===== config.mk =====
export PLATFORM = sky130hd
export DESIGN_NAME = cnv_squarer
export DESIGN_NICKNAME = d
export VERILOG_FILES = /design/src/hw/rtl/assert_macros.svh /design/src/hw/rtl/cnv_pkg.sv /design/src/hw/rtl/cnv_squarer.sv
export SDC_FILE = /design/constraint.sdc
export NUM_CORES = 1
export LEC_CHECK = 0
export BUFFER_PORTS_ARGS = -buffer_cell sky130_fd_sc_hd__buf_2
export CORE_MARGIN = 4
export CORE_UTILIZATION = 55
export CTS_BUF_LIST = sky130_fd_sc_hd__clkbuf_4
export DETAILED_ROUTE_END_ITERATION = 6
export PLACE_DENSITY = 0.74
export SLEW_MARGIN = 5
export SYNTH_ARGS = -nofsm -noshare
export SYNTH_HDL_FRONTEND = slang
export SYNTH_SLANG_ARGS = --single-unit

===== constraint.sdc =====
create_clock -name clk -period 8.3 [get_ports clk]
set_clock_uncertainty 0.05 [all_clocks]
set_input_delay 0.83 -clock clk [delete_from_list [all_inputs] [get_ports clk]]
set_output_delay 0.83 -clock clk [all_outputs]
set_load 0.02 [all_outputs]

===== src/hw/rtl/assert_macros.svh =====
// Assertion macros for the RTL file that checks its own logic.
// Each macro samples on clk and is disabled while rst_n is low.
`ifndef ASSERT_MACROS_SVH
`define ASSERT_MACROS_SVH

// Check a condition at every clock edge.
`define CNV_ASSERT(lbl, cond, msg) \
  lbl: assert property (@(posedge clk) disable iff (!rst_n) (cond)) else $error(msg);

// Check that a trigger at one edge implies a consequence at the next edge.
`define CNV_ASSERT_NEXT(lbl, ante, cons, msg) \
  lbl: assert property (@(posedge clk) disable iff (!rst_n) (ante) |=> (cons)) \
    else $error(msg);

`endif


===== src/hw/rtl/cnv_pkg.sv =====
// Package for the centroid / nearest vertex block: widths, codes and payload types.
// No dependencies; the divider, the squarer and the top level refer to it by scoped names.
`default_nettype none

package cnv_pkg;

  localparam int COORD_BITS       = 12;
  localparam int MAX_VERTICES_DEF = 128;
  localparam int WH_W             = 13;
  localparam int CNT_OUT_W        = 8;

  localparam logic [WH_W-1:0] WH_RESET = WH_W'(500);

  typedef logic [COORD_BITS-1:0] coord_t;
  typedef logic [WH_W-1:0]       cfg_item_t;

  typedef enum logic {
    CMD_ADD   = 1'b0,
    CMD_QUERY = 1'b1
  } cmd_t;

  typedef struct packed {
    cmd_t   cmd;
    coord_t x_pos;
    coord_t y_pos;
  } in_item_t;

  typedef struct packed {
    logic [CNT_OUT_W-1:0] vertex_count;
    coord_t               centroid_x;
    coord_t               centroid_y;
    logic [CNT_OUT_W-1:0] nearest_index;
    coord_t               nearest_x;
    coord_t               nearest_y;
    logic                 store_full;
  } out_item_t;

  typedef struct packed {
    logic busy;
    logic done;
  } div_status_t;

endpackage

`default_nettype wire


===== src/hw/rtl/cnv_squarer.sv =====
// Shared squared-difference unit: one multiplier, registered output.
// Depends on cnv_pkg for the coordinate width.
`default_nettype none

module cnv_squarer (
  input  wire logic                              clk,
  input  wire logic [cnv_pkg::COORD_BITS-1:0]    a,
  input  wire logic [cnv_pkg::COORD_BITS-1:0]    b,
  output logic      [2*cnv_pkg::COORD_BITS-1:0]  sq
);

  logic [cnv_pkg::COORD_BITS-1:0]   diff;
  logic [2*cnv_pkg::COORD_BITS-1:0] sq_r;

  assign diff = (a >= b) ? (a - b) : (b - a);

  always_ff @(posedge clk) begin
    sq_r <= diff * diff;
  end

  assign sq = sq_r;

endmodule

`default_nettype wire


==> results of run 1 <==
==> cell type report <==
class | count | area [um2]
Sequential cell | 23 | 460
Clock buffer | 3 | 22.5
Timing Repair Buffer | 62 | 348
Clock inverter | 1 | 5.00
Fill cell | 914 | 3810
Inverter | 166 | 628
Multi-Input combinational cell | 451 | 4520
Tap cell | 133 | 166
==> synth_stat cells, types with 6 or more instances <==
cell	instances	area share, %
nor3_1	11	0.96
inv_1	159	10
xor2_1	8	1.2
nor2_1	60	3.9
fa_1	83	29
buf_4	6	0.79
nand2b_1	14	1.5
dfxtp_1	23	8.1
or2_1	6	0.66
o21ai_0	12	1.1
o21a_1	7	0.92
a21oi_1	22	1.9
a21o_1	10	1.3
ha_1	78	17
nand2_1	27	1.8
o21ai_1	8	0.70
nand3_1	7	0.61
nor2b_1	6	0.66
xnor2_1	15	2.3
==> repair_timing <==
| item | CTS | global route |
|---|---|---|
| hold endpoints to repair | 0 | 0 |
| setup endpoints to repair | 0 | 1 |
| gates resized for setup | 0 | 1 |
==> final timing paths <==
| path | slack (ns) | end | depth (start not counted) | start |
|---|---|---|---|---|
| worst max-delay path | 0.49 | sq[22]$_DFF_P_ | 29 | a[0] |
| worst min-delay path | 1.14 | sq[0]$_DFF_P_ | 4 | b[0] |
==> cells by family (layout without fill, tap and decap cells) <==
kind of cell             Yosys count  count (layout)
multiplexers                       2               2
buffers and inverters            180             232
flip-flops                        23              23
adder cells (fa/ha/maj)          161             161
AND/OR/NAND/NOR                  157             157
other                              1               1
XOR/XNOR                          30              30
AO/OA/AOI/OAI                    100             100
==> layout by cell type, fill, tap and decap left out, types with 15 or more instances in the layout <==
cell type  synthesis  layout
a21oi_1           22      22
buf_2              2      47
buf_4              6      15
dfxtp_1           23      23
fa_1              83      83
ha_1              78      78
inv_1            159     159
nand2_1           27      27
nor2_1            60      60
xnor2_1           15      15
==> stage by stage <==
stage	instances	hold WS [ns]	worst slack (ns)
finish	839	1.14	0.493
floorplan	654	1.12	0.600
global placement	835	1.20	0.190
CTS	839	1.12	0.401
detailed placement	835	1.20	0.0434
global route	839	1.17	0.0717
==> layer usage <==
metal,vias to the layer above,wire [um],track usage (%)
met5,-,0,0
met1,2110,4810,26.1
met4,0,220,5.25
li1,2146,-,-
met3,17,517,1.53
met2,122,5820,38.0
==> impl_metrics.env, run 1 <==
export IMPL_status="completed"
export IMPL_final_cell_area_um2=6150
export IMPL_num_rows=36
export IMPL_yosys_register_bits=23
export IMPL_critPathTopFamily="adder cells"
export IMPL_crit_arrival_ns=7.99
export IMPL_synth_distinct_cells=68
export IMPL_grt_max_degree=18
export IMPL_first_pass_iters=5
export IMPL_tightestPinTransition_ns=0.579
export IMPL_cts_buffer_depth=2
export IMPL_vias=4395
export IMPL_cts_sinks=23
export IMPL_antenna_found_initial=0
export IMPL_initial_core_util_pct=57.3
export IMPL_drive_gt1_share_pct=14.7
export IMPL_portBuffers=47
export IMPL_grt_pass1_vias=4616
export IMPL_wl_per_cell_um=13.6
export IMPL_hold_buffers=0
export IMPL_numCtsBuffers=3
export IMPL_antenna_cells=0
export IMPL_tns_ns=0
export IMPL_slowest_stage="fa_1"
export IMPL_period_needed_ns=7.81
export IMPL_max_freq_mhz=128
export IMPL_hold_viol=0
export IMPL_area_growth_pct=7.70
export IMPL_yosys_area_share_simple_pct=13.7
export IMPL_place_congestion=0.903
export IMPL_fin_nets=893
export IMPL_dpl_instance_area_um2=6110
export IMPL_die_w_um=110
export IMPL_async_reset_ff_share_pct=0
export IMPL_h_tree_depth=1
export IMPL_via_per_inst=5.24
export IMPL_cp_max_fo=14
export IMPL_cp_slowest_stage_delay_ns=0.57
export IMPL_synth_edf_count=0
export IMPL_synth_compound_area_share_pct=12.9
export IMPL_hpwl_um=9900
export IMPL_rsz0062_at_grt="no"
export IMPL_slew_headroom_pct=61.1
export IMPL_cts_setup_buffers=0
export IMPL_die_h_um=110
export IMPL_grt_overflow=0
export IMPL_synth_ff_type="dfxtp_1"
export IMPL_synthXorXnorAreaFrac_pct=5.72
export IMPL_maxSlewViolCount=0
export IMPL_fin_util_pct=61.7
export IMPL_synth_seq_area_share_pct=8.07
export IMPL_die_area_um2=12100
export IMPL_syn_mean_instance_area_um2=8.73
export IMPL_worstSetupEndpointType="register"
export IMPL_core_area_um2=9950
export IMPL_hold_class="input pin to register"
export IMPL_wl_um=11400
export IMPL_initialDrtViolationCount=186
export IMPL_grt_pass1_wl_um=20200
export IMPL_synthAdderAreaFrac_pct=46.2
export IMPL_remaining_drc_errors=0
export IMPL_synth_top_family_by_area="adder cells"
export IMPL_cts_tree="done"
export IMPL_num_io_pins=49
export IMPL_synthMuxAreaShare_pct=0.351
export IMPL_synthesis_area_um2=5710
export IMPL_synthesis_nets=840
export IMPL_clk_pin_slew_worst_paths_ns=0.16
export IMPL_clock_root_buffer="clkbuf_4"
export IMPL_yosysWarnings=0
export IMPL_antenna_left=0
export IMPL_synth_cells=654
export IMPL_max_cap_violations=0
export IMPL_crit_type="input pin to register"
export IMPL_finalCritPeriodShare_pct=94.1
export IMPL_track_usage_pct=20.7
export IMPL_setup_viol=0
export IMPL_largest_register_ffs=23
export IMPL_crit_buf_inv=7
export IMPL_worstPathRequired_ns=8.48
export IMPL_worstSetupStartpointType="input pin"
Power of run 1 is left out: the tool's default activity adds up to more than one toggle a clock period on the data nets, which glitch-free logic cannot reach.
==> run 2, diff against run 1 <==
--- a/config.mk
+++ b/config.mk
@@ -13,2 +13,3 @@
 export PLACE_DENSITY = 0.74
+export REMOVE_ABC_BUFFERS = 1
 export SLEW_MARGIN = 5
==> constraint.sdc (replaced) <==
create_clock -name clk -period 8.3 [get_ports clk]
set_clock_uncertainty 0.05 [all_clocks]
set_input_delay 1.245 -clock clk [delete_from_list [all_inputs] [get_ports clk]]
set_output_delay 1.245 -clock clk [all_outputs]
set_load 0.02 [all_outputs]
==> impl_metrics.env, run 2 (synthesized netlist as in run 1, its figures left out) <==
export IMPL_fin_nets=938
export IMPL_drive_gt1_share_pct=20.4
export IMPL_crit_type="input pin to register"
export IMPL_status="completed"
export IMPL_first_pass_iters=4
export IMPL_place_congestion=0.895
export IMPL_cp_slowest_stage_delay_ns=0.56
export IMPL_hold_class="input pin to register"
export IMPL_num_io_pins=49
export IMPL_portBuffers=47
export IMPL_max_cap_violations=0
export IMPL_slew_headroom_pct=60.9
export IMPL_cp_max_fo=5
export IMPL_remaining_drc_errors=0
export IMPL_initialDrtViolationCount=173
export IMPL_setup_viol=0
export IMPL_cts_tree="done"
export IMPL_grt_pass1_wl_um=21100
export IMPL_dpl_instance_area_um2=6440
export IMPL_num_rows=36
export IMPL_maxSlewViolCount=0
export IMPL_hold_start="b[0]"
export IMPL_grt_max_degree=15
export IMPL_wl_um=11800
export IMPL_final_common_cell="inv_1"
export IMPL_numCtsBuffers=3
export IMPL_max_freq_mhz=125
export IMPL_crit_buf_inv=7
export IMPL_clk_pin_slew_worst_paths_ns=0.15
export IMPL_setup_slack_ns=0.332
export IMPL_rsz0062_at_grt="no"
export IMPL_wl_per_cell_um=13.4
export IMPL_slowest_stage="fa_1"
export IMPL_final_cell_area_um2=6510
export IMPL_initial_core_util_pct=57.3
export IMPL_clock_root_buffer="clkbuf_4"
export IMPL_die_w_um=110
export IMPL_crit_arrival_ns=8.16
export IMPL_track_usage_pct=21.8
export IMPL_fillers=822
export IMPL_worstPathRequired_ns=8.49
export IMPL_met2_usage_pct=40.5
export IMPL_period_needed_ns=7.97
export IMPL_hold_buffers=0
export IMPL_busiest_layer="met2"
export IMPL_critPathTopFamily="adder cells"
export IMPL_timing_hold_ws_ns=1.57
export IMPL_core_area_um2=9950
export IMPL_min_path_cells=4
export IMPL_die_h_um=110
export IMPL_antenna_left=0
export IMPL_grt_pass1_vias=4876
export IMPL_worstSetupEndpointType="register"
export IMPL_finalCritPeriodShare_pct=96.0
export IMPL_grt_use_met3_pct=1.94
export IMPL_hpwl_um=10400
export IMPL_antenna_cells=0
export IMPL_mostFrequentLayoutCells="inv_1 (159), fa_1 (82), ha_1 (78)"
export IMPL_h_tree_depth=1
export IMPL_grt_overflow=0
export IMPL_worstSetupStartpointType="input pin"
export IMPL_dp_slack_ns=-0.222
export IMPL_grt_util_met1_pct=26.4
export IMPL_area_growth_pct=14.1
export IMPL_die_area_um2=12100
export IMPL_largest_register_ffs=23
export IMPL_crit_top_cell="inv_1"
export IMPL_hold_end="sq[0]$_DFF_P_"
export IMPL_cts_sinks=23
export IMPL_placedCellCount=878
export IMPL_tightestPinTransition_ns=0.582
export IMPL_antenna_found_initial=0
export IMPL_vias=4577
export IMPL_fin_cells=884
export IMPL_cts_buffer_depth=2
export IMPL_hold_viol=0
export IMPL_via_per_inst=5.18
## run 2: worst max-delay path by stage
stage | from | end | slack (ns) | depth (start not counted)
after floorplan | a[0] | sq[22]$_DFF_P_ | 0.16 | 28
after global placement | a[0] | sq[21]$_DFF_P_ | -0.11 | 26
final | a[1] | sq[22]$_DFF_P_ | 0.33 | 28
after CTS | a[0] | sq[21]$_DFF_P_ | 0.12 | 26
after detailed placement | a[0] | sq[21]$_DFF_P_ | -0.22 | 26
after global routing | a[2] | sq[20]$_DFF_P_ | 0.05 | 29
## run 2: repair_timing
| item | CTS | global route |
|---|---|---|
| setup endpoints to repair | 0 | 9 |
| resized for setup | 0 | 7 |
| buffers inserted | 0 | 2 |
## run 2: per-layer routing
layer	share of wire (%)	vias to the layer above
met2	52	114
met3	3.5	28
li1	-	2242
met4	2.6	0
met1	42	2193
met5	0	-
## run 2: worst min-delay path, cell delays in order
cell	delay [ns]
buf_2	0.09
ha_1	0.23
buf_4	0.17
clkinv_1	0.17
## run 2: area by class of cell
cell class | count | area, um2 | area share [%]
clock inverters | 1 | 5.00 | 0.0769
flip-flops and latches | 23 | 460 | 7.07
clock buffers | 3 | 22.5 | 0.346
multi-input cells | 451 | 4540 | 69.8
inverters | 166 | 628 | 9.65
repair buffers | 107 | 686 | 10.5
well taps | 133 | 166 | 2.56
## run 2: per-stage QoR
step	TNS (ns)	utilization, %
final	0	65.4
after global routing	0	65.4
after CTS	0	64.9
after detailed placement	-0.828	64.7
after global placement	-0.128	64.7
after floorplan	0	-
Power of run 2 is left out for the same reason.
==> run 3, diff against run 2 <==
==> constraint.sdc (replaced) <==
create_clock -name clk -period 8.3 [get_ports clk]
set_clock_uncertainty 0.05 [all_clocks]
set_input_delay 0.415 -clock clk [delete_from_list [all_inputs] [get_ports clk]]
set_output_delay 0.415 -clock clk [all_outputs]
set_load 0.02 [all_outputs]
==> impl_metrics.env, run 3 (synthesized netlist as in run 1, its figures left out) <==
export IMPL_remaining_drc_errors=0
export IMPL_grt_pass1_vias=4543
export IMPL_register_area_um2=460
export IMPL_cts_sinks=23
export IMPL_vias=4359
export IMPL_worstSetupEndpointType="register"
export IMPL_die_w_um=110
export IMPL_rsz0062_at_grt="no"
export IMPL_maxSlewViolCount=0
export IMPL_tightestPinTransition_ns=0.677
export IMPL_hpwl_um=9760
export IMPL_track_usage_pct=20.8
export IMPL_hold_viol=0
export IMPL_cts_setup_buffers=0
export IMPL_final_common_cell="inv_1"
export IMPL_num_io_pins=49
export IMPL_worstSetupStartpointType="input pin"
export IMPL_wl_met2_um=5700
export IMPL_mostFrequentLayoutCells="inv_1 (159), fa_1 (83), ha_1 (78)"
export IMPL_area_growth_pct=6.42
export IMPL_max_cap_violations=0
export IMPL_fin_nets=884
export IMPL_initial_core_util_pct=57.3
export IMPL_crit_arrival_ns=7.81
export IMPL_first_pass_iters=4
export IMPL_initialDrtViolationCount=160
export IMPL_hold_buffers=0
export IMPL_antenna_found_initial=0
export IMPL_status="completed"
export IMPL_cp_max_fo=14
export IMPL_slew_headroom_pct=54.8
export IMPL_wl_um=11100
export IMPL_max_freq_mhz=131
export IMPL_hold_class="input pin to register"
export IMPL_worstPathRequired_ns=8.49
export IMPL_antenna_cells=0
export IMPL_place_congestion=0.869
export IMPL_clock_root_buffer="clkbuf_4"
export IMPL_h_tree_depth=1
export IMPL_numCtsBuffers=3
export IMPL_via_per_inst=5.25
export IMPL_wl_met1_um=4600
export IMPL_largest_register_ffs=23
export IMPL_grt_max_degree=18
export IMPL_crit_type="input pin to register"
export IMPL_top_layer_used="met4"
export IMPL_clk_pin_slew_worst_paths_ns=0.14
export IMPL_antenna_left=0
export IMPL_drive_gt1_share_pct=13.5
export IMPL_die_area_um2=12100
export IMPL_fillers=910
export IMPL_cts_buffer_depth=2
export IMPL_grt_pass1_wl_um=20200
export IMPL_period_needed_ns=7.61
export IMPL_cts_resized_gates=0
export IMPL_core_area_um2=9950
export IMPL_tns_ns=0
export IMPL_grt_overflow=0
export IMPL_dr_wl_met3_um=479
export IMPL_setup_viol=0
export IMPL_cts_tree="done"
export IMPL_num_rows=36
export IMPL_die_h_um=110
export IMPL_portBuffers=47
export IMPL_wl_per_cell_um=13.3
export IMPL_finalCritPeriodShare_pct=91.7
export IMPL_multiInputGateArea_um2=4510
[run 3: cell count changes in the layout (fill, tap and decap cells not counted), sizes merged]
cell,previous run,this run
buf,107,53
[run 3: metrics by stage]
| step | util, % | cells | hold WS, ns | setup WS [ns] | cell area [um2] |
|---|---|---|---|---|---|
| floorplan | - | 640 | 0.704 | 0.993 | 5600 |
| global placement | 60.7 | 826 | 0.781 | 0.486 | 6050 |
| detailed placement | 60.7 | 826 | 0.782 | 0.321 | 6050 |
| CTS | 61.0 | 830 | 0.711 | 0.702 | 6070 |
| global route | 61.0 | 830 | 0.749 | 0.204 | 6070 |
| finish | 61.0 | 830 | 0.735 | 0.688 | 6070 |
[run 3: path summary, 6_finish.rpt]
path | cells past startpoint | slack [ns] | start | end
setup / recovery | 28 | 0.69 | a[0] | sq[22]$_DFF_P_
hold / removal | 4 | 0.74 | b[0] | sq[0]$_DFF_P_
[run 3: worst max-delay path, cell delays in order]
cell and delay [ns]:
buf_2 0.09, inv_1 0.04, ha_1 0.21, fa_1 0.40, o21ai_2 0.28, o21bai_4 0.12
a31o_4 0.31, nor4_2 0.31, or3_4 0.19, and2_1 0.44, nor2_1 0.13, fa_1 0.51
inv_1 0.06, fa_1 0.53, inv_1 0.06, fa_1 0.50, fa_1 0.54, inv_1 0.05
fa_1 0.52, inv_1 0.04, ha_1 0.36, and3_1 0.21, a221oi_1 0.22, o21ai_0 0.26
a211o_1 0.34, a31oi_1 0.34, o21ai_0 0.18, xnor2_1 0.14
[run 3: per-layer routing]
| layer | vias up | GRT usage (%) |
|---|---|---|
| met5 | - | 0 |
| met4 | 0 | 6.41 |
| met2 | 90 | 38.3 |
| met3 | 21 | 2.06 |
| met1 | 2119 | 25.5 |
| li1 | 2129 | - |
[run 3: layout make-up]
type	count	share of cell area [%]
Inverter	166	10.3
Sequential cell	23	7.58
Timing Repair Buffer	53	4.61
Clock buffer	3	0.371
Clock inverter	1	0.0824
Tap cell	133	2.74
Multi-Input combinational cell	451	74.3
Power of run 3 is left out for the same reason.
