$ cat src/hw/rtl/assert_macros.svh
// Assertion macros for the RTL file that checks its own logic.
// Each macro samples on clk and is disabled while rst_n is low.
`ifndef ASSERT_MACROS_SVH
`define ASSERT_MACROS_SVH

// Check a condition at every clock edge.
`define CNV_ASSERT(lbl, cond, msg) \
  lbl: assert property (@(posedge clk) disable iff (!rst_n) (cond)) else $error(msg);

// Check that a trigger at one edge implies a consequence at the next edge.
`define CNV_ASSERT_NEXT(lbl, ante, cons, msg) \
  lbl: assert property (@(posedge clk) disable iff (!rst_n) (ante) |=> (cons)) \
    else $error(msg);

`endif

$ cat src/hw/rtl/cnv_pkg.sv
// Package for the centroid / nearest vertex block: widths, codes and payload types.
// No dependencies; the divider, the squarer and the top level refer to it by scoped names.
`default_nettype none

package cnv_pkg;

  localparam int COORD_BITS       = 12;
  localparam int MAX_VERTICES_DEF = 128;
  localparam int WH_W             = 13;
  localparam int CNT_OUT_W        = 8;

  localparam logic [WH_W-1:0] WH_RESET = WH_W'(500);

  typedef logic [COORD_BITS-1:0] coord_t;
  typedef logic [WH_W-1:0]       cfg_item_t;

  typedef enum logic {
    CMD_ADD   = 1'b0,
    CMD_QUERY = 1'b1
  } cmd_t;

  typedef struct packed {
    cmd_t   cmd;
    coord_t x_pos;
    coord_t y_pos;
  } in_item_t;

  typedef struct packed {
    logic [CNT_OUT_W-1:0] vertex_count;
    coord_t               centroid_x;
    coord_t               centroid_y;
    logic [CNT_OUT_W-1:0] nearest_index;
    coord_t               nearest_x;
    coord_t               nearest_y;
    logic                 store_full;
  } out_item_t;

  typedef struct packed {
    logic busy;
    logic done;
  } div_status_t;

endpackage

`default_nettype wire

$ cat src/hw/rtl/cnv_divider.sv
// Restoring divider, one quotient bit per cycle, shared for both centroid axes.
// Depends on cnv_pkg for the status struct.
`default_nettype none

module cnv_divider #(
  parameter int DVD_W = 20,
  parameter int DVS_W = 8
) (
  input  wire logic             clk,
  input  wire logic             rst_n,
  input  wire logic             start,
  input  wire logic [DVD_W-1:0] dividend,
  input  wire logic [DVS_W-1:0] divisor,
  output cnv_pkg::div_status_t  status,
  output logic      [DVD_W-1:0] quotient
);

  localparam int STEP_W = $clog2(DVD_W + 1);

  logic              busy_r, busy_nxt;
  logic              done_r, done_nxt;
  logic [STEP_W-1:0] step_r, step_nxt;
  logic [DVD_W-1:0]  dvd_r, dvd_nxt;
  logic [DVS_W-1:0]  rem_r, rem_nxt;
  logic [DVS_W-1:0]  dvs_r, dvs_nxt;
  logic [DVS_W:0]    rem_sh;
  logic              q_bit;

  always_comb begin
    busy_nxt = busy_r;
    done_nxt = 1'b0;
    step_nxt = step_r;
    dvd_nxt  = dvd_r;
    rem_nxt  = rem_r;
    dvs_nxt  = dvs_r;
    rem_sh   = {rem_r, dvd_r[DVD_W-1]};
    q_bit    = 1'b0;
    if (start) begin
      busy_nxt = 1'b1;
      step_nxt = STEP_W'(DVD_W);
      dvd_nxt  = dividend;
      rem_nxt  = '0;
      dvs_nxt  = divisor;
    end else if (busy_r) begin
      // trial subtract of the shifted remainder
      if (rem_sh >= {1'b0, dvs_r}) begin
        q_bit   = 1'b1;
        rem_nxt = DVS_W'(rem_sh - {1'b0, dvs_r});
      end else begin
        rem_nxt = rem_sh[DVS_W-1:0];
      end
      dvd_nxt  = {dvd_r[DVD_W-2:0], q_bit};
      step_nxt = step_r - STEP_W'(1);
      if (step_r == STEP_W'(1)) begin
        busy_nxt = 1'b0;
        done_nxt = 1'b1;
      end
    end
  end

  always_ff @(posedge clk) begin
    if (!rst_n) begin
      busy_r <= 1'b0;
      done_r <= 1'b0;
      step_r <= '0;
    end else begin
      busy_r <= busy_nxt;
      done_r <= done_nxt;
      step_r <= step_nxt;
    end
  end

  always_ff @(posedge clk) begin
    dvd_r <= dvd_nxt;
    rem_r <= rem_nxt;
    dvs_r <= dvs_nxt;
  end

  assign status.busy = busy_r;
  assign status.done = done_r;
  assign quotient    = dvd_r;

endmodule

`default_nettype wire

$ cat config.mk
export PLATFORM = sky130hd
export DESIGN_NAME = cnv_divider
export DESIGN_NICKNAME = d
export VERILOG_FILES = /design/src/hw/rtl/assert_macros.svh /design/src/hw/rtl/cnv_pkg.sv /design/src/hw/rtl/cnv_divider.sv
export SDC_FILE = /design/constraint.sdc
export NUM_CORES = 1
export LEC_CHECK = 0
export ABC_AREA = 1
export BUFFER_PORTS_ARGS = -buffer_cell sky130_fd_sc_hd__buf_2
export CAP_MARGIN = 20
export CORE_UTILIZATION = 48
export DETAILED_ROUTE_END_ITERATION = 7
export PLACE_DENSITY = 0.74
export SLEW_MARGIN = 10
export SYNTH_ARGS = -nofsm -noshare
export SYNTH_HDL_FRONTEND = slang
export SYNTH_SLANG_ARGS = --single-unit
$ cat constraint.sdc
create_clock -name clk -period 1.45 [get_ports clk]
set_input_delay 0.145 -clock clk [delete_from_list [all_inputs] [get_ports clk]]
set_output_delay 0.145 -clock clk [all_outputs]
set_load 0.005 [all_outputs]
==> results of run 1 <==
cell usage in the layout, fill, tap and decap left out, drive strengths merged, types with 6 or more instances in the layout:
| cell | n |
|---|---|
| buf | 79 |
| clkbuf | 6 |
| dfxtp | 15 |
| edfxtp | 28 |
| ha | 10 |
| inv | 28 |
| nand2 | 112 |
| nand3 | 18 |
| nand3b | 7 |
| nor2 | 17 |
flip-flops by register name, summed over array words and instances, names as in the netlist:
signal,cells
rem_r,8
step_r,5
dvs_r,8
busy_r,1
quotient,20
done_r,1
stage by stage:
step           utilization [%]  setup TNS [ns]  setup slack [ns]
6_report                  68.5           -1.23            -0.160
4_1_cts                   66.4           -1.23            -0.151
3_5_place_dp              61.9           -1.32            -0.168
5_1_grt                   68.5           -1.98            -0.253
2_1_floorplan                -         -0.0483           -0.0261
3_3_place_gp              61.9           -1.18            -0.158
metal layers:
| layer | up-vias | track usage, % | routed length (µm) |
|---|---|---|---|
| met1 | 906 | 26.0 | 2370 |
| met4 | 0 | 5.33 | 42 |
| met3 | 4 | 4.91 | 174 |
| met2 | 45 | 36.8 | 2550 |
| met5 | - | 0 | 0 |
| li1 | 1004 | - | - |
cells by family after synthesis:
logic type | Yosys count
and+or+nand+nor | 159
xor gates and xnor gates | 3
adders and majority gates | 11
AOI/OAI and AO/OA | 12
DFF | 43
buffers and inverters | 36
cell type report:
cell class	instances	area (µm²)	share of cell area, %
multi-input cells	186	1150	38.1
flip-flops and latches	43	1140	37.7
repair buffers	79	474	15.7
inverters	28	105	3.48
clock buffers	6	72.6	2.40
well taps	52	65.1	2.15
clock inverters	2	12.5	0.414
how the worst max path moves through the flow:
stage                       startpoint       end  slack, ns  depth (start not counted)
after floorplan           quotient[19]  rem_r[4]      -0.03                         10
after global placement        dvs_r[5]  rem_r[1]      -0.16                         11
after detailed placement      dvs_r[5]  rem_r[1]      -0.17                         10
after CTS                     dvs_r[2]  rem_r[6]      -0.15                         10
after global routing          rem_r[0]  rem_r[4]      -0.25                          9
final                     quotient[19]  rem_r[1]      -0.16                         11
worst max-delay path, stage by stage (launching register included):
cell and delay [ns]:
sky130_fd_sc_hd__edfxtp_1 0.40, sky130_fd_sc_hd__inv_2 0.09, sky130_fd_sc_hd__ha_4 0.21, sky130_fd_sc_hd__nand2_2 0.07, sky130_fd_sc_hd__nor2_2 0.04, sky130_fd_sc_hd__nand2_1 0.06, sky130_fd_sc_hd__nand2_2 0.09, sky130_fd_sc_hd__nor2_4 0.22
sky130_fd_sc_hd__nand2_4 0.12, sky130_fd_sc_hd__nand2_2 0.10, sky130_fd_sc_hd__nand3_2 0.08, sky130_fd_sc_hd__nand2_1 0.08
power groups by stage:
| stage | clock, mW | combinational (mW) | sequential [mW] |
|---|---|---|---|
| after global placement | 0 | 0.529 | 1.49 |
| after detailed placement | 0 | 0.543 | 1.49 |
| after global routing | 0.820 | 0.700 | 1.49 |
| after floorplan | 0 | 0.314 | 1.50 |
| final | 0.759 | 0.634 | 1.47 |
| after CTS | 0.766 | 0.577 | 1.47 |
repair_timing:
item / CTS / global route
resized for setup: 14 / 22
gates cloned: 1 / 0
hold buffers: 0 / 0
setup endpoints to repair: 9 / 9
pin swaps: 5 / 10
buffers inserted: 5 / 2
==> report_table.html, run 1 <==
<table>
<tr><th>Metric</th><th>Value</th></tr>
<tr><th colspan="2">Drt</th></tr>
<tr><td>Post-DR wirelength/cell</td><td>13.0 µm</td></tr>
<tr><td>WL final</td><td>5130 µm</td></tr>
<tr><td>First-pass iteration count of the detailed router</td><td>4</td></tr>
<tr><td>DRT antenna net count</td><td>0</td></tr>
<tr><td>Total via count in the routed design</td><td>1,959</td></tr>
<tr><td>Average vias per placed instance</td><td>4.95</td></tr>
<tr><td>Remaining DRCs</td><td>0</td></tr>
<tr><td>Violation count after the first detailed-route iteration</td><td>108</td></tr>
<tr><th colspan="2">Floorplan</th></tr>
<tr><td>Area inside the core boundary</td><td>4410 µm²</td></tr>
<tr><td>Core Rows</td><td>24</td></tr>
<tr><td>Starting utilization of the core area</td><td>50.8%</td></tr>
<tr><td>Die outline height</td><td>70.4 µm</td></tr>
<tr><td>IO Pins</td><td>53</td></tr>
<tr><td>Die Footprint</td><td>4950 µm²</td></tr>
<tr><td>Horizontal extent of the die</td><td>70.4 µm</td></tr>
<tr><th colspan="2">Power</th></tr>
<tr><td>Internal power summed over all cells</td><td>2.05 mW</td></tr>
<tr><td>Max rail drop VDD</td><td>0.000758 V</td></tr>
<tr><td>Total power density per cell area</td><td>948 nW/µm²</td></tr>
<tr><td>Share of power burned in registers</td><td>51.4%</td></tr>
<tr><td>Final total power</td><td>2.87 mW</td></tr>
<tr><td>Combinational fraction of design power</td><td>22.1%</td></tr>
<tr><td>Leak pwr</td><td>1.48 nW</td></tr>
<tr><td>Switching power share of the total</td><td>28.4%</td></tr>
<tr><td>Switching power total</td><td>814 µW</td></tr>
<tr><td>Proportion of power drawn by the clock network</td><td>26.5%</td></tr>
<tr><th colspan="2">Logic synthesis</th></tr>
<tr><td>Unique masters post-synth</td><td>32</td></tr>
<tr><td>Post-Synthesis Cell Area</td><td>2240 µm²</td></tr>
<tr><td>Flop and latch count out of synthesis</td><td>43</td></tr>
<tr><td>Leading area contributor after synthesis</td><td>sky130_fd_sc_hd__edfxtp_1</td></tr>
<tr><td>Area fraction in compound gates after synthesis</td><td>3.12%</td></tr>
<tr><td>Post-synthesis net count</td><td>306</td></tr>
<tr><td>Parity-gate share of the synthesized area counting xor and xnor cells</td><td>1.17%</td></tr>
<tr><td>Warnings from Yosys</td><td>0</td></tr>
<tr><td>Sequential element share of the synthesized area</td><td>50.9%</td></tr>
<tr><td>Commonest cells in the synthesized netlist</td><td>sky130_fd_sc_hd__nand2_1 (109), sky130_fd_sc_hd__edfxtp_1 (28), sky130_fd_sc_hd__inv_1 (27)</td></tr>
<tr><td>Cell with the most instances after synthesis</td><td>sky130_fd_sc_hd__nand2_1</td></tr>
<tr><td>Post-Syn Area per Cell</td><td>8.50 µm²</td></tr>
<tr><td>Fraction of post-synthesis cell area in the top cell type by area</td><td>37.5%</td></tr>
<tr><td>Number of enable flip-flop cells after synthesis</td><td>28</td></tr>
<tr><td>Cell types occupying the most area after synthesis</td><td>sky130_fd_sc_hd__edfxtp_1 (37%), sky130_fd_sc_hd__nand2_1 (18%), sky130_fd_sc_hd__dfxtp_1 (13%)</td></tr>
<tr><td>Synthesized instance count</td><td>264</td></tr>
<tr><td>Share of synthesized flip-flops with an asynchronous set or reset</td><td>0%</td></tr>
<tr><td>Simple-Gate Fraction of Synth Area</td><td>31.9%</td></tr>
<tr><td>Main flop type after synthesis</td><td>sky130_fd_sc_hd__edfxtp_1</td></tr>
<tr><td>Share of synthesized area spent on multiplexers</td><td>0%</td></tr>
<tr><td>Adder and majority cell fraction of the synthesized area</td><td>6.47%</td></tr>
<tr><td>Dominant combinational cell family by area after synthesis</td><td>simple AND/OR/NAND/NOR gates</td></tr>
<tr><th colspan="2">Min path</th></tr>
<tr><td>Worst hold-check path type</td><td>input port to register</td></tr>
<tr><td>Source of the worst hold timing path</td><td>divisor[6]</td></tr>
<tr><td>Hold endpoint</td><td>dvs_r[6]</td></tr>
<tr><td>Number of stages on the worst hold path</td><td>1</td></tr>
<tr><th colspan="2">Cells and area</th></tr>
<tr><td>Final cell area excluding filler cells</td><td>3020 µm²</td></tr>
<tr><td>Number of antenna cells inserted</td><td>0</td></tr>
<tr><td>Share of final-layout standard cells stronger than drive strength 1</td><td>37.2%</td></tr>
<tr><td>Post-Layout Cell Count</td><td>396</td></tr>
<tr><td>Area added between synthesis and finish</td><td>34.7%</td></tr>
<tr><td>Layout Nets</td><td>385</td></tr>
<tr><td>Fillers</td><td>373</td></tr>
<tr><th colspan="2">Place</th></tr>
<tr><td>Number of placed instances with taps included</td><td>380</td></tr>
<tr><td>Buffers on Ports</td><td>52</td></tr>
<tr><td>Detail Placement HPWL</td><td>3520 µm</td></tr>
<tr><td>RD Place Congestion</td><td>0.832</td></tr>
<tr><td>Cell area after placement</td><td>2730 µm²</td></tr>
<tr><th colspan="2">STA</th></tr>
<tr><td>Count of final setup violators</td><td>9</td></tr>
<tr><td>Slew at the pin closest to its max-slew limit</td><td>0.261 ns</td></tr>
<tr><td>Ratio of final minimum period to clock period</td><td>111%</td></tr>
<tr><td>Top achievable clock speed</td><td>621 MHz</td></tr>
<tr><td>Post-layout minimum cycle time</td><td>1.61 ns</td></tr>
<tr><td>Worst setup slack after layout</td><td>-0.160 ns</td></tr>
<tr><td>Final Hold Vio Count</td><td>0</td></tr>
<tr><td>Worst hold slack</td><td>0.0222 ns</td></tr>
<tr><td>RSZ-0062 raised after global routing</td><td>true</td></tr>
<tr><td>Setup Skew</td><td>0.00600 ns</td></tr>
<tr><td>Final Slew Violations</td><td>0</td></tr>
<tr><td>Max_slew headroom</td><td>82.6%</td></tr>
<tr><th colspan="2">CTS</th></tr>
<tr><td>Source-to-sink clock delay at the later pin of the worst-skew pair</td><td>0.29 ns</td></tr>
<tr><td>Clock transition at the registers of the reported paths</td><td>0.09 ns</td></tr>
<tr><td>Number of buffers between clock root and the deepest sink</td><td>2</td></tr>
<tr><td>Sink count of the clock tree</td><td>43</td></tr>
<tr><td>Clock Root Buffer</td><td>sky130_fd_sc_hd__clkbuf_8</td></tr>
<tr><td>H-tree depth reported by CTS</td><td>2</td></tr>
<tr><td>Clock tree from TritonCTS</td><td>built</td></tr>
<tr><td>Cts bufs inserted</td><td>5</td></tr>
<tr><th colspan="2">Setup path</th></tr>
<tr><td>Crit. End Element</td><td>register</td></tr>
<tr><td>Largest driver fanout on the critical path</td><td>8</td></tr>
<tr><td>Register-to-Register Setup Slack</td><td>-0.16 ns</td></tr>
<tr><td>Reg2Reg Capture Point</td><td>rem_r[1]</td></tr>
<tr><td>Setup CP Type</td><td>register to register</td></tr>
<tr><td>Cells on worst reg2reg path</td><td>11</td></tr>
<tr><td>Critical Path Source Type</td><td>register</td></tr>
<tr><td>Arrival time at the worst endpoint</td><td>1.85 ns</td></tr>
<tr><td>Endpoint required time on the critical path</td><td>1.69 ns</td></tr>
<tr><td>FF-to-FF Start</td><td>quotient[19]</td></tr>
<tr><th colspan="2">Outcome</th></tr>
<tr><td>Run status</td><td>complete, but fails checks</td></tr>
<tr><td>Failing checks</td><td>negative setup slack</td></tr>
<tr><th colspan="2">Global routing</th></tr>
<tr><td>Total Routing Usage GR</td><td>21.1%</td></tr>
<tr><td>Number of global-route vias before repair</td><td>1,837</td></tr>
<tr><td>Largest net degree at the start of global routing</td><td>16</td></tr>
<tr><td>Total congestion overflow</td><td>0</td></tr>
<tr><td>Wire length of the first global-routing pass</td><td>8180 µm</td></tr>
<tr><td>Number of antenna violations at the first check in global routing</td><td>0</td></tr>
<tr><th colspan="2">Job</th></tr>
<tr><td>Count of max-cap constraint violations</td><td>0</td></tr>
</table>
No activity file was read; power rests on OpenSTA's default activity.
==> run 2, diff against run 1 <==
- PLACE_DENSITY: 0.74 -> 0.76
==> run 2 against run 1 <==
Compared with the run above: worst setup slack improved by 0.036 ns; sequential share of layout area increased by 0.44 points; worst hold slack got worse by 0.0020 ns; critical path depth decreased by 2; clock power decreased by 3.3%; sequential cell count unchanged; combinational power decreased by 2%; routed wire length decreased by 2.8%; sequential power about the same; largest cell class is now registers; the run still ends with negative setup slack left; register-to-register slack improved by 0.04 ns.
==> report_table.html, run 2 (same netlist as run 1, synthesis figures left out) <==
<table>
<tr><th>Metric</th><th>Value</th></tr>
<tr><th colspan="2">Place</th></tr>
<tr><td>RD Place Congestion</td><td>0.868 (was 0.832)</td></tr>
<tr><td>Detail Placement HPWL</td><td>3570 µm (was 3520 µm)</td></tr>
<tr><td>Number of placed instances with taps included</td><td>382 (was 380)</td></tr>
<tr><td>Buffers on Ports</td><td>52 (unchanged)</td></tr>
<tr><td>Cell area after placement</td><td>2750 µm² (was 2730 µm²)</td></tr>
<tr><td>Setup Slack @ Placement</td><td>-0.186 ns (was -0.168 ns)</td></tr>
<tr><th colspan="2">CTS</th></tr>
<tr><td>Sink count of the clock tree</td><td>43 (unchanged)</td></tr>
<tr><td>Source-to-sink clock delay at the later pin of the worst-skew pair</td><td>0.30 ns (was 0.29 ns)</td></tr>
<tr><td>Clock transition at the registers of the reported paths</td><td>0.08 ns (was 0.09 ns)</td></tr>
<tr><td>Cts bufs inserted</td><td>5 (unchanged)</td></tr>
<tr><td>Clock tree from TritonCTS</td><td>built (unchanged)</td></tr>
<tr><td>Number of buffers between clock root and the deepest sink</td><td>2 (unchanged)</td></tr>
<tr><td>H-tree depth reported by CTS</td><td>2 (unchanged)</td></tr>
<tr><td>Clock Root Buffer</td><td>sky130_fd_sc_hd__clkbuf_8 (unchanged)</td></tr>
<tr><th colspan="2">Setup path</th></tr>
<tr><td>Arrival time at the worst endpoint</td><td>1.77 ns (was 1.85 ns)</td></tr>
<tr><td>Largest driver fanout on the critical path</td><td>2 (was 8)</td></tr>
<tr><td>Master of the slowest instance on the critical path</td><td>sky130_fd_sc_hd__edfxtp_1 (unchanged)</td></tr>
<tr><td>Crit path buf inv count</td><td>1 (unchanged)</td></tr>
<tr><td>Dominant delay contributor by cell family on the critical path</td><td>adder cells (was simple AND/OR/NAND/NOR gates)</td></tr>
<tr><td>Setup CP Type</td><td>register to register (unchanged)</td></tr>
<tr><td>Biggest cell delay along the critical path</td><td>0.42 ns (was 0.40 ns)</td></tr>
<tr><td>Endpoint required time on the critical path</td><td>1.64 ns (was 1.69 ns)</td></tr>
<tr><td>CP cell instances</td><td>ha_4 -&gt; fa_2 -&gt; inv_2 -&gt; nand3_2 -&gt; nand3_2 -&gt; xnor2_1 -&gt; nand2_1 -&gt; nand3_1 -&gt; nand2_1 (was inv_2 -&gt; ha_4 -&gt; nand2_2 -&gt; nor2_2 -&gt; nand2_1 -&gt; nand2_2 -&gt; nor2_4 -&gt; nand2_4 -&gt; nand2_2 -&gt; nand3_2 -&gt; nand2_1)</td></tr>
<tr><td>Crit. End Element</td><td>register (unchanged)</td></tr>
<tr><td>Critical Path Source Type</td><td>register (unchanged)</td></tr>
<tr><th colspan="2">Drt</th></tr>
<tr><td>WL final</td><td>4990 µm (was 5130 µm)</td></tr>
<tr><td>Post-DR wirelength/cell</td><td>12.6 µm (was 13.0 µm)</td></tr>
<tr><td>Remaining DRCs</td><td>0 (unchanged)</td></tr>
<tr><td>Total via count in the routed design</td><td>1,972 (was 1,959)</td></tr>
<tr><td>Violation count after the first detailed-route iteration</td><td>57 (was 108)</td></tr>
<tr><td>First-pass iteration count of the detailed router</td><td>4 (unchanged)</td></tr>
<tr><td>Average vias per placed instance</td><td>4.98 (was 4.95)</td></tr>
<tr><td>DRT antenna net count</td><td>0 (unchanged)</td></tr>
<tr><th colspan="2">STA</th></tr>
<tr><td>Final Slew Violations</td><td>0 (unchanged)</td></tr>
<tr><td>Top achievable clock speed</td><td>635 MHz (was 621 MHz)</td></tr>
<tr><td>Slew at the pin closest to its max-slew limit</td><td>0.244 ns (was 0.261 ns)</td></tr>
<tr><td>Setup Skew</td><td>0.00427 ns (was 0.00600 ns)</td></tr>
<tr><td>Final Hold Vio Count</td><td>0 (unchanged)</td></tr>
<tr><td>Ratio of final minimum period to clock period</td><td>109% (was 111%)</td></tr>
<tr><td>Count of final setup violators</td><td>9 (unchanged)</td></tr>
<tr><td>Worst setup slack after layout</td><td>-0.125 ns (was -0.160 ns)</td></tr>
<tr><td>RSZ-0062 raised after global routing</td><td>true (unchanged)</td></tr>
<tr><td>Max_slew headroom</td><td>83.7% (was 82.6%)</td></tr>
<tr><td>Post-layout minimum cycle time</td><td>1.57 ns (was 1.61 ns)</td></tr>
<tr><th colspan="2">Global routing</th></tr>
<tr><td>Largest net degree at the start of global routing</td><td>22 (was 16)</td></tr>
<tr><td>Total Routing Usage GR</td><td>21.3% (was 21.1%)</td></tr>
<tr><td>Number of antenna violations at the first check in global routing</td><td>0 (unchanged)</td></tr>
<tr><td>Number of global-route vias before repair</td><td>1,891 (was 1,837)</td></tr>
<tr><td>Wire length of the first global-routing pass</td><td>8210 µm (was 8180 µm)</td></tr>
<tr><td>Total congestion overflow</td><td>0 (unchanged)</td></tr>
<tr><th colspan="2">Cells and area</th></tr>
<tr><td>Most common cell after layout, fill and taps aside</td><td>sky130_fd_sc_hd__nand2_1 (unchanged)</td></tr>
<tr><td>Post-Layout Cell Count</td><td>396 (unchanged)</td></tr>
<tr><td>Fillers</td><td>362 (was 373)</td></tr>
<tr><td>Share of the core filled with cells in the final layout</td><td>67.7% (was 68.5%)</td></tr>
<tr><td>Final cell area excluding filler cells</td><td>2990 µm² (was 3020 µm²)</td></tr>
<tr><td>Area added between synthesis and finish</td><td>33.2% (was 34.7%)</td></tr>
<tr><td>Layout Nets</td><td>385 (unchanged)</td></tr>
<tr><td>Number of antenna cells inserted</td><td>0 (unchanged)</td></tr>
<tr><td>Flip-flop count of the largest register after layout</td><td>20 (unchanged)</td></tr>
<tr><td>Commonest cells after routing, fill and taps aside</td><td>sky130_fd_sc_hd__nand2_1 (103), sky130_fd_sc_hd__buf_2 (52), sky130_fd_sc_hd__edfxtp_1 (28) (was sky130_fd_sc_hd__nand2_1 (99), sky130_fd_sc_hd__buf_2 (52), sky130_fd_sc_hd__edfxtp_1 (28))</td></tr>
<tr><td>Share of final-layout standard cells stronger than drive strength 1</td><td>34.6% (was 37.2%)</td></tr>
<tr><th colspan="2">Power</th></tr>
<tr><td>Max rail drop VDD</td><td>0.000858 V (was 0.000758 V)</td></tr>
<tr><td>Leak pwr</td><td>1.48 nW (about the same)</td></tr>
<tr><td>Share of power burned in registers</td><td>52.1% (was 51.4%)</td></tr>
<tr><td>Internal power summed over all cells</td><td>2.04 mW (was 2.05 mW)</td></tr>
<tr><td>Switching power total</td><td>788 µW (was 814 µW)</td></tr>
<tr><td>Combinational fraction of design power</td><td>21.9% (was 22.1%)</td></tr>
<tr><td>Total power density per cell area</td><td>945 nW/µm² (was 948 nW/µm²)</td></tr>
<tr><td>Proportion of power drawn by the clock network</td><td>26.0% (was 26.5%)</td></tr>
<tr><td>Switching power share of the total</td><td>27.9% (was 28.4%)</td></tr>
<tr><th colspan="2">Floorplan</th></tr>
<tr><td>Area inside the core boundary</td><td>4410 µm² (unchanged)</td></tr>
<tr><td>Core Rows</td><td>24 (unchanged)</td></tr>
<tr><td>Starting utilization of the core area</td><td>50.8% (unchanged)</td></tr>
<tr><td>Die outline height</td><td>70.4 µm (unchanged)</td></tr>
<tr><td>Horizontal extent of the die</td><td>70.4 µm (unchanged)</td></tr>
<tr><td>IO Pins</td><td>53 (unchanged)</td></tr>
<tr><td>Die Footprint</td><td>4950 µm² (unchanged)</td></tr>
<tr><th colspan="2">Min path</th></tr>
<tr><td>Worst hold-check path type</td><td>input port to register (unchanged)</td></tr>
<tr><th colspan="2">Job</th></tr>
<tr><td>Count of max-cap constraint violations</td><td>0 (unchanged)</td></tr>
<tr><th colspan="2">Outcome</th></tr>
<tr><td>Failing checks</td><td>negative setup slack (unchanged)</td></tr>
<tr><td>Run status</td><td>complete, but fails checks (unchanged)</td></tr>
</table>
==> run 2: changes by cell type in the layout (fill, tap and decap cells not counted), sizes merged <==
cell         change
nand2            +1
clkinv           +2
clkbuf           -1
dlygate4sd3      +1
inv              -1
buf              -2
==> run 2: power groups by stage <==
| stage | Combinational (mW) | Sequential, mW | Clock (mW) |
|---|---|---|---|
| global placement | 0.541 | 1.49 | 0 |
| CTS | 0.603 | 1.47 | 0.759 |
| global route | 0.687 | 1.48 | 0.807 |
| finish | 0.619 | 1.47 | 0.734 |
| detailed placement | 0.555 | 1.49 | 0 |
| floorplan | 0.314 | 1.50 | 0 |
==> run 2: area by class of cell <==
class / instances / area [µm²] / area share [%]
clock inverters: 3 / 15.0 / 0.503
inverters: 28 / 105 / 3.52
repair buffers: 78 / 458 / 15.3
flip-flops and latches: 43 / 1140 / 38.2
clock buffers: 5 / 68.8 / 2.30
well taps: 52 / 65.1 / 2.18
multi-input cells: 187 / 1130 / 38.0
==> run 2: worst paths after layout <==
kind	startpoint	to	slack, ns	cells past startpoint
worst min register to register	step_r[1]	step_r[1]	0.49	2
worst max register to register	dvs_r[0]	rem_r[4]	-0.12	9
worst max-delay path	dvs_r[0]	rem_r[4]	-0.12	9
worst min-delay path	divisor[6]	dvs_r[6]	0.02	1
==> run 2: timing repair <==
action                                  CTS  global route
endpoints found under the hold margin     0             1
pin swaps                                 8             5
gates resized for setup                  15             6
endpoints found under the setup margin    9             9
hold buffers                              0             1
buffers inserted                          3             0
cloned                                    2             0
==> run 2: layer usage <==
metal	track usage, %	share of wire (%)	vias up
met5	0	0	-
met3	6.20	4.1	8
met1	25.3	43	911
met2	35.9	51	45
li1	-	-	1008
met4	8.22	1.5	0
==> run 2: per-stage QoR <==
step | TNS [ns] | power [mW] | hold WS, ns
detailed placement | -1.41 | 2.05 | 0.324
global route | -1.73 | 2.98 | 0.00467
finish | -0.868 | 2.82 | 0.0202
floorplan | -0.0483 | 1.81 | 0.244
CTS | -0.909 | 2.83 | 0.00724
global placement | -0.824 | 2.03 | 0.321
==> run 2: worst reg2reg max path, stage by stage (launching register included) <==
cell                       delay (ns)
sky130_fd_sc_hd__edfxtp_1        0.42
sky130_fd_sc_hd__ha_4            0.19
sky130_fd_sc_hd__fa_2            0.35
sky130_fd_sc_hd__inv_2           0.08
sky130_fd_sc_hd__nand3_2         0.07
sky130_fd_sc_hd__nand3_2         0.07
sky130_fd_sc_hd__xnor2_1         0.11
sky130_fd_sc_hd__nand2_1         0.07
sky130_fd_sc_hd__nand3_1         0.06
sky130_fd_sc_hd__nand2_1         0.05
==> run 3, diff against run 2 <==
- ABC_AREA: 1 -> not set
- BUFFER_PORTS_ARGS: -buffer_cell sky130_fd_sc_hd__buf_2 -> not set
- CORE_UTILIZATION: 48 -> 55
- DONT_BUFFER_PORTS: not set -> 1
- PLACE_DENSITY: 0.76 -> 0.74
==> run 3 against run 2 <==
Compared with the run above: the flow still finishes with violations (negative setup slack); maximum frequency down 20%; largest cell class unchanged; via count down 17%; synthesized cell count down 26%; register-to-register slack worse by 0.39 ns; non-clock buffer count down 33; routed wire length down 3.2%; global-route usage up 3.4 points; clock power up 29%; final cell count down 27%; critical path depth down 2; design area down 5.5%.
==> report_table.html, run 3 <==
<table>
<tr><th>Metric</th><th>Value</th></tr>
<tr><th colspan="2">Min path</th></tr>
<tr><td>Source of the worst hold timing path</td><td>start (was divisor[6])</td></tr>
<tr><td>Worst hold-check path type</td><td>input port to register (unchanged)</td></tr>
<tr><td>Hold endpoint</td><td>rem_r[4] (was dvs_r[6])</td></tr>
<tr><td>Number of stages on the worst hold path</td><td>2 (was 1)</td></tr>
<tr><th colspan="2">Floorplan</th></tr>
<tr><td>Area inside the core boundary</td><td>3800 µm² (was 4410 µm²)</td></tr>
<tr><td>IO Pins</td><td>53 (unchanged)</td></tr>
<tr><td>Core Rows</td><td>22 (was 24)</td></tr>
<tr><td>Starting utilization of the core area</td><td>59.7% (was 50.8%)</td></tr>
<tr><td>Die Footprint</td><td>4380 µm² (was 4950 µm²)</td></tr>
<tr><td>Horizontal extent of the die</td><td>66.2 µm (was 70.4 µm)</td></tr>
<tr><td>Die outline height</td><td>66.2 µm (was 70.4 µm)</td></tr>
<tr><th colspan="2">Place</th></tr>
<tr><td>Cell area after placement</td><td>2560 µm² (was 2750 µm²)</td></tr>
<tr><td>RD Place Congestion</td><td>0.914 (was 0.868)</td></tr>
<tr><td>Buffers on Ports</td><td>0 (was 52)</td></tr>
<tr><td>Setup Slack @ Placement</td><td>-0.555 ns (was -0.186 ns)</td></tr>
<tr><td>Detail Placement HPWL</td><td>3310 µm (was 3570 µm)</td></tr>
<tr><th colspan="2">STA</th></tr>
<tr><td>Ratio of final minimum period to clock period</td><td>135% (was 109%)</td></tr>
<tr><td>Top achievable clock speed</td><td>509 MHz (was 635 MHz)</td></tr>
<tr><td>Slew at the pin closest to its max-slew limit</td><td>0.558 ns (was 0.244 ns)</td></tr>
<tr><td>RSZ-0062 raised after global routing</td><td>true (unchanged)</td></tr>
<tr><td>Max_slew headroom</td><td>62.7% (was 83.7%)</td></tr>
<tr><td>Post-layout minimum cycle time</td><td>1.96 ns (was 1.57 ns)</td></tr>
<tr><td>Setup Skew</td><td>0.00449 ns (was 0.00427 ns)</td></tr>
<tr><td>Count of final setup violators</td><td>9 (unchanged)</td></tr>
<tr><td>Final Hold Vio Count</td><td>0 (unchanged)</td></tr>
<tr><td>Worst setup slack after layout</td><td>-0.514 ns (was -0.125 ns)</td></tr>
<tr><td>Final Slew Violations</td><td>0 (unchanged)</td></tr>
<tr><th colspan="2">Logic synthesis</th></tr>
<tr><td>Main flop type after synthesis</td><td>sky130_fd_sc_hd__edfxtp_1 (unchanged)</td></tr>
<tr><td>Cell with the most instances after synthesis</td><td>sky130_fd_sc_hd__edfxtp_1 (was sky130_fd_sc_hd__nand2_1)</td></tr>
<tr><td>Share of synthesized flip-flops with an asynchronous set or reset</td><td>0% (unchanged)</td></tr>
<tr><td>Warnings from Yosys</td><td>0 (unchanged)</td></tr>
<tr><td>Leading area contributor after synthesis</td><td>sky130_fd_sc_hd__edfxtp_1 (unchanged)</td></tr>
<tr><td>Synthesized instance count</td><td>196 (was 264)</td></tr>
<tr><td>Sequential element share of the synthesized area</td><td>50.4% (was 50.9%)</td></tr>
<tr><td>Post-synthesis net count</td><td>238 (was 306)</td></tr>
<tr><td>Unique masters post-synth</td><td>44 (was 32)</td></tr>
<tr><td>Number of enable flip-flop cells after synthesis</td><td>28 (unchanged)</td></tr>
<tr><td>Post-Synthesis Cell Area</td><td>2270 µm² (was 2240 µm²)</td></tr>
<tr><td>Post-Syn Area per Cell</td><td>11.6 µm² (was 8.50 µm²)</td></tr>
<tr><td>Flop and latch count out of synthesis</td><td>43 (unchanged)</td></tr>
<tr><td>Cell types occupying the most area after synthesis</td><td>sky130_fd_sc_hd__edfxtp_1 (37%), sky130_fd_sc_hd__dfxtp_1 (13%), sky130_fd_sc_hd__mux2_2 (9.9%) (was sky130_fd_sc_hd__edfxtp_1 (37%), sky130_fd_sc_hd__nand2_1 (18%), sky130_fd_sc_hd__dfxtp_1 (13%))</td></tr>
<tr><td>Fraction of post-synthesis cell area in the top cell type by area</td><td>37.1% (was 37.5%)</td></tr>
<tr><td>Commonest cells in the synthesized netlist</td><td>sky130_fd_sc_hd__edfxtp_1 (28), sky130_fd_sc_hd__mux2_2 (20), sky130_fd_sc_hd__dfxtp_1 (15), sky130_fd_sc_hd__nor2_1 (15), sky130_fd_sc_hd__inv_1 (14) (was sky130_fd_sc_hd__nand2_1 (109), sky130_fd_sc_hd__edfxtp_1 (28), sky130_fd_sc_hd__inv_1 (27))</td></tr>
<tr><th colspan="2">Cells and area</th></tr>
<tr><td>Final cell area excluding filler cells</td><td>2820 µm² (was 2990 µm²)</td></tr>
<tr><td>Flip-flop count of the largest register after layout</td><td>20 (unchanged)</td></tr>
<tr><td>Most common cell after layout, fill and taps aside</td><td>sky130_fd_sc_hd__buf_4 (was sky130_fd_sc_hd__nand2_1)</td></tr>
<tr><td>Area added between synthesis and finish</td><td>24.6% (was 33.2%)</td></tr>
<tr><td>Layout Nets</td><td>281 (was 385)</td></tr>
<tr><td>Fillers</td><td>250 (was 362)</td></tr>
<tr><td>Share of final-layout standard cells stronger than drive strength 1</td><td>34.2% (was 34.6%)</td></tr>
<tr><td>Number of antenna cells inserted</td><td>0 (unchanged)</td></tr>
<tr><td>Commonest cells after routing, fill and taps aside</td><td>sky130_fd_sc_hd__buf_4 (35), sky130_fd_sc_hd__edfxtp_1 (28), sky130_fd_sc_hd__mux2_2 (20) (was sky130_fd_sc_hd__nand2_1 (103), sky130_fd_sc_hd__buf_2 (52), sky130_fd_sc_hd__edfxtp_1 (28))</td></tr>
<tr><th colspan="2">Job</th></tr>
<tr><td>Count of max-cap constraint violations</td><td>0 (unchanged)</td></tr>
<tr><th colspan="2">Drt</th></tr>
<tr><td>Remaining DRCs</td><td>0 (unchanged)</td></tr>
<tr><td>Violation count after the first detailed-route iteration</td><td>82 (was 57)</td></tr>
<tr><td>WL final</td><td>4830 µm (was 4990 µm)</td></tr>
<tr><td>First-pass iteration count of the detailed router</td><td>4 (unchanged)</td></tr>
<tr><td>DRT antenna net count</td><td>0 (unchanged)</td></tr>
<tr><td>Post-DR wirelength/cell</td><td>16.8 µm (was 12.6 µm)</td></tr>
<tr><td>Total via count in the routed design</td><td>1,646 (was 1,972)</td></tr>
<tr><td>Average vias per placed instance</td><td>5.72 (was 4.98)</td></tr>
<tr><td>Met3 routed wirelength</td><td>296 µm (was 207 µm)</td></tr>
<tr><td>Top layer reached by signal wires</td><td>met4 (unchanged)</td></tr>
<tr><td>Met2 Routed Length</td><td>2410 µm (was 2540 µm)</td></tr>
<tr><td>Total routed wire length on the met1 layer</td><td>2070 µm (was 2170 µm)</td></tr>
<tr><th colspan="2">Global routing</th></tr>
<tr><td>Number of antenna violations at the first check in global routing</td><td>0 (unchanged)</td></tr>
<tr><td>Total congestion overflow</td><td>0 (unchanged)</td></tr>
<tr><td>Wire length of the first global-routing pass</td><td>7820 µm (was 8210 µm)</td></tr>
<tr><td>Largest net degree at the start of global routing</td><td>32 (was 22)</td></tr>
<tr><td>Number of global-route vias before repair</td><td>1,747 (was 1,891)</td></tr>
<tr><td>Total Routing Usage GR</td><td>24.7% (was 21.3%)</td></tr>
<tr><th colspan="2">Setup path</th></tr>
<tr><td>FF-to-FF Start</td><td>dvs_r[1] (was dvs_r[0])</td></tr>
<tr><td>Arrival time at the worst endpoint</td><td>2.01 ns (was 1.77 ns)</td></tr>
<tr><td>Crit. End Element</td><td>register (unchanged)</td></tr>
<tr><td>Master of the slowest instance on the critical path</td><td>sky130_fd_sc_hd__edfxtp_1 (unchanged)</td></tr>
<tr><td>Setup CP Type</td><td>register to register (unchanged)</td></tr>
<tr><td>Endpoint required time on the critical path</td><td>1.49 ns (was 1.64 ns)</td></tr>
<tr><td>Critical Path Source Type</td><td>register (unchanged)</td></tr>
<tr><td>Reg2Reg Capture Point</td><td>quotient[0] (was rem_r[4])</td></tr>
<tr><td>Register-to-Register Setup Slack</td><td>-0.51 ns (was -0.12 ns)</td></tr>
<tr><td>Cells on worst reg2reg path</td><td>7 (was 9)</td></tr>
<tr><td>Largest driver fanout on the critical path</td><td>5 (was 2)</td></tr>
<tr><td>CP cell instances</td><td>inv_2 -&gt; ha_4 -&gt; and2b_1 -&gt; o21ai_4 -&gt; a31oi_4 -&gt; or2_4 -&gt; mux2_2 (was ha_4 -&gt; fa_2 -&gt; inv_2 -&gt; nand3_2 -&gt; nand3_2 -&gt; xnor2_1 -&gt; nand2_1 -&gt; nand3_1 -&gt; nand2_1)</td></tr>
<tr><td>Biggest cell delay along the critical path</td><td>0.41 ns (was 0.42 ns)</td></tr>
<tr><th colspan="2">CTS</th></tr>
<tr><td>Number of buffers between clock root and the deepest sink</td><td>2 (unchanged)</td></tr>
<tr><td>Clock tree from TritonCTS</td><td>built (unchanged)</td></tr>
<tr><td>Cts bufs inserted</td><td>5 (unchanged)</td></tr>
<tr><td>Sink count of the clock tree</td><td>43 (unchanged)</td></tr>
<tr><td>H-tree depth reported by CTS</td><td>2 (unchanged)</td></tr>
<tr><td>Clock transition at the registers of the reported paths</td><td>0.08 ns (about the same)</td></tr>
<tr><td>Clock Root Buffer</td><td>sky130_fd_sc_hd__clkbuf_8 (unchanged)</td></tr>
<tr><td>Source-to-sink clock delay at the later pin of the worst-skew pair</td><td>0.29 ns (was 0.30 ns)</td></tr>
<tr><th colspan="2">Power</th></tr>
<tr><td>Total power density per cell area</td><td>1110 nW/µm² (was 945 nW/µm²)</td></tr>
<tr><td>Leak pwr</td><td>1.13 nW (was 1.48 nW)</td></tr>
<tr><td>Max rail drop VDD</td><td>0.000899 V (was 0.000858 V)</td></tr>
<tr><th colspan="2">Outcome</th></tr>
<tr><td>Run status</td><td>complete, but fails checks (unchanged)</td></tr>
<tr><td>Failing checks</td><td>negative setup slack (unchanged)</td></tr>
</table>
==> run 3: cell types whose count changed after synthesis, sizes merged, moves of 4 or more <==
cell,delta
nand2,-99
mux2,+20
nand3,-14
inv,-13
nand3b,-6
o211ai,+5
nand2b,+4
xnor2,+4
==> run 3: area by class of cell <==
class,instances,area (µm²),area share (%)
flip-flops and latches,43,1140,40.4
multi-input cells,129,1080,38.4
repair buffers,45,363,12.9
clock buffers,6,82.6,2.93
well taps,48,60.1,2.13
inverters,15,56.3,1.99
clock inverters,2,35.0,1.24
==> run 3: worst max-delay path: cells and delay by family (launching register included) <==
kind | cells | cell delay, ns
muxes | 1 | 0.26
and+or+nand+nor | 2 | 0.45
buffers and inverters | 1 | 0.09
adders and majority gates | 1 | 0.19
DFF | 1 | 0.41
AOI/OAI and AO/OA | 2 | 0.32
==> run 3: how the worst max path moves through the flow <==
| stage | depth (start not counted) | slack [ns] | start | to |
|---|---|---|---|---|
| 5_1_grt | 7 | -0.58 | dvs_r[1] | quotient[0] |
| 2_1_floorplan | 8 | -0.57 | quotient[19] | quotient[0] |
| 3_3_place_gp | 7 | -0.50 | quotient[19] | quotient[0] |
| 4_1_cts | 7 | -0.51 | dvs_r[1] | quotient[0] |
| 3_5_place_dp | 8 | -0.55 | quotient[19] | rem_r[6] |
| 6_report | 7 | -0.51 | dvs_r[1] | quotient[0] |
==> run 3: layer usage <==
layer | global-route usage, % | up-vias
met5 | 0 | -
met1 | 29.7 | 783
met3 | 7.41 | 6
met4 | 11.7 | 0
li1 | - | 801
met2 | 40.2 | 56
==> run 3: power by group <==
part           internal (mW)  leakage [nW]  switching [mW]
combinational          0.365         0.669           0.322
clock                  0.557        0.0612           0.389
sequential              1.43         0.403          0.0773
==> run 3: timing repair <==
| item | CTS | global route |
|---|---|---|
| hold buffers | 10 | 0 |
| buffers inserted | 1 | 0 |
| resized for setup | 4 | 4 |
| endpoints found under the setup margin | 9 | 11 |
| endpoints found under the hold margin | 19 | 0 |
| pin swaps | 5 | 3 |
==> run 3: stage by stage <==
stage	cells	power, mW	setup TNS, ns	hold slack (ns)	util [%]
detailed placement	269	2.15	-4.05	0.244	67.5
global route	288	3.27	-4.63	0.00926	74.3
global placement	269	2.13	-3.77	0.244	67.5
floorplan	196	1.96	-3.52	0.244	-
CTS	288	3.14	-3.94	0.0113	73.9
finish	288	3.14	-3.91	0.0293	74.3
==> run 3: cell families after synthesis <==
kind of cell / Yosys count / share of synthesized area (%)
adders and majority gates: 11 / 6.41
buffers and inverters: 24 / 5.36
muxes: 20 / 9.94
DFF: 43 / 50.4
and+or+nand+nor: 53 / 11.7
xor gates and xnor gates: 6 / 2.32
AOI/OAI and AO/OA: 39 / 13.9
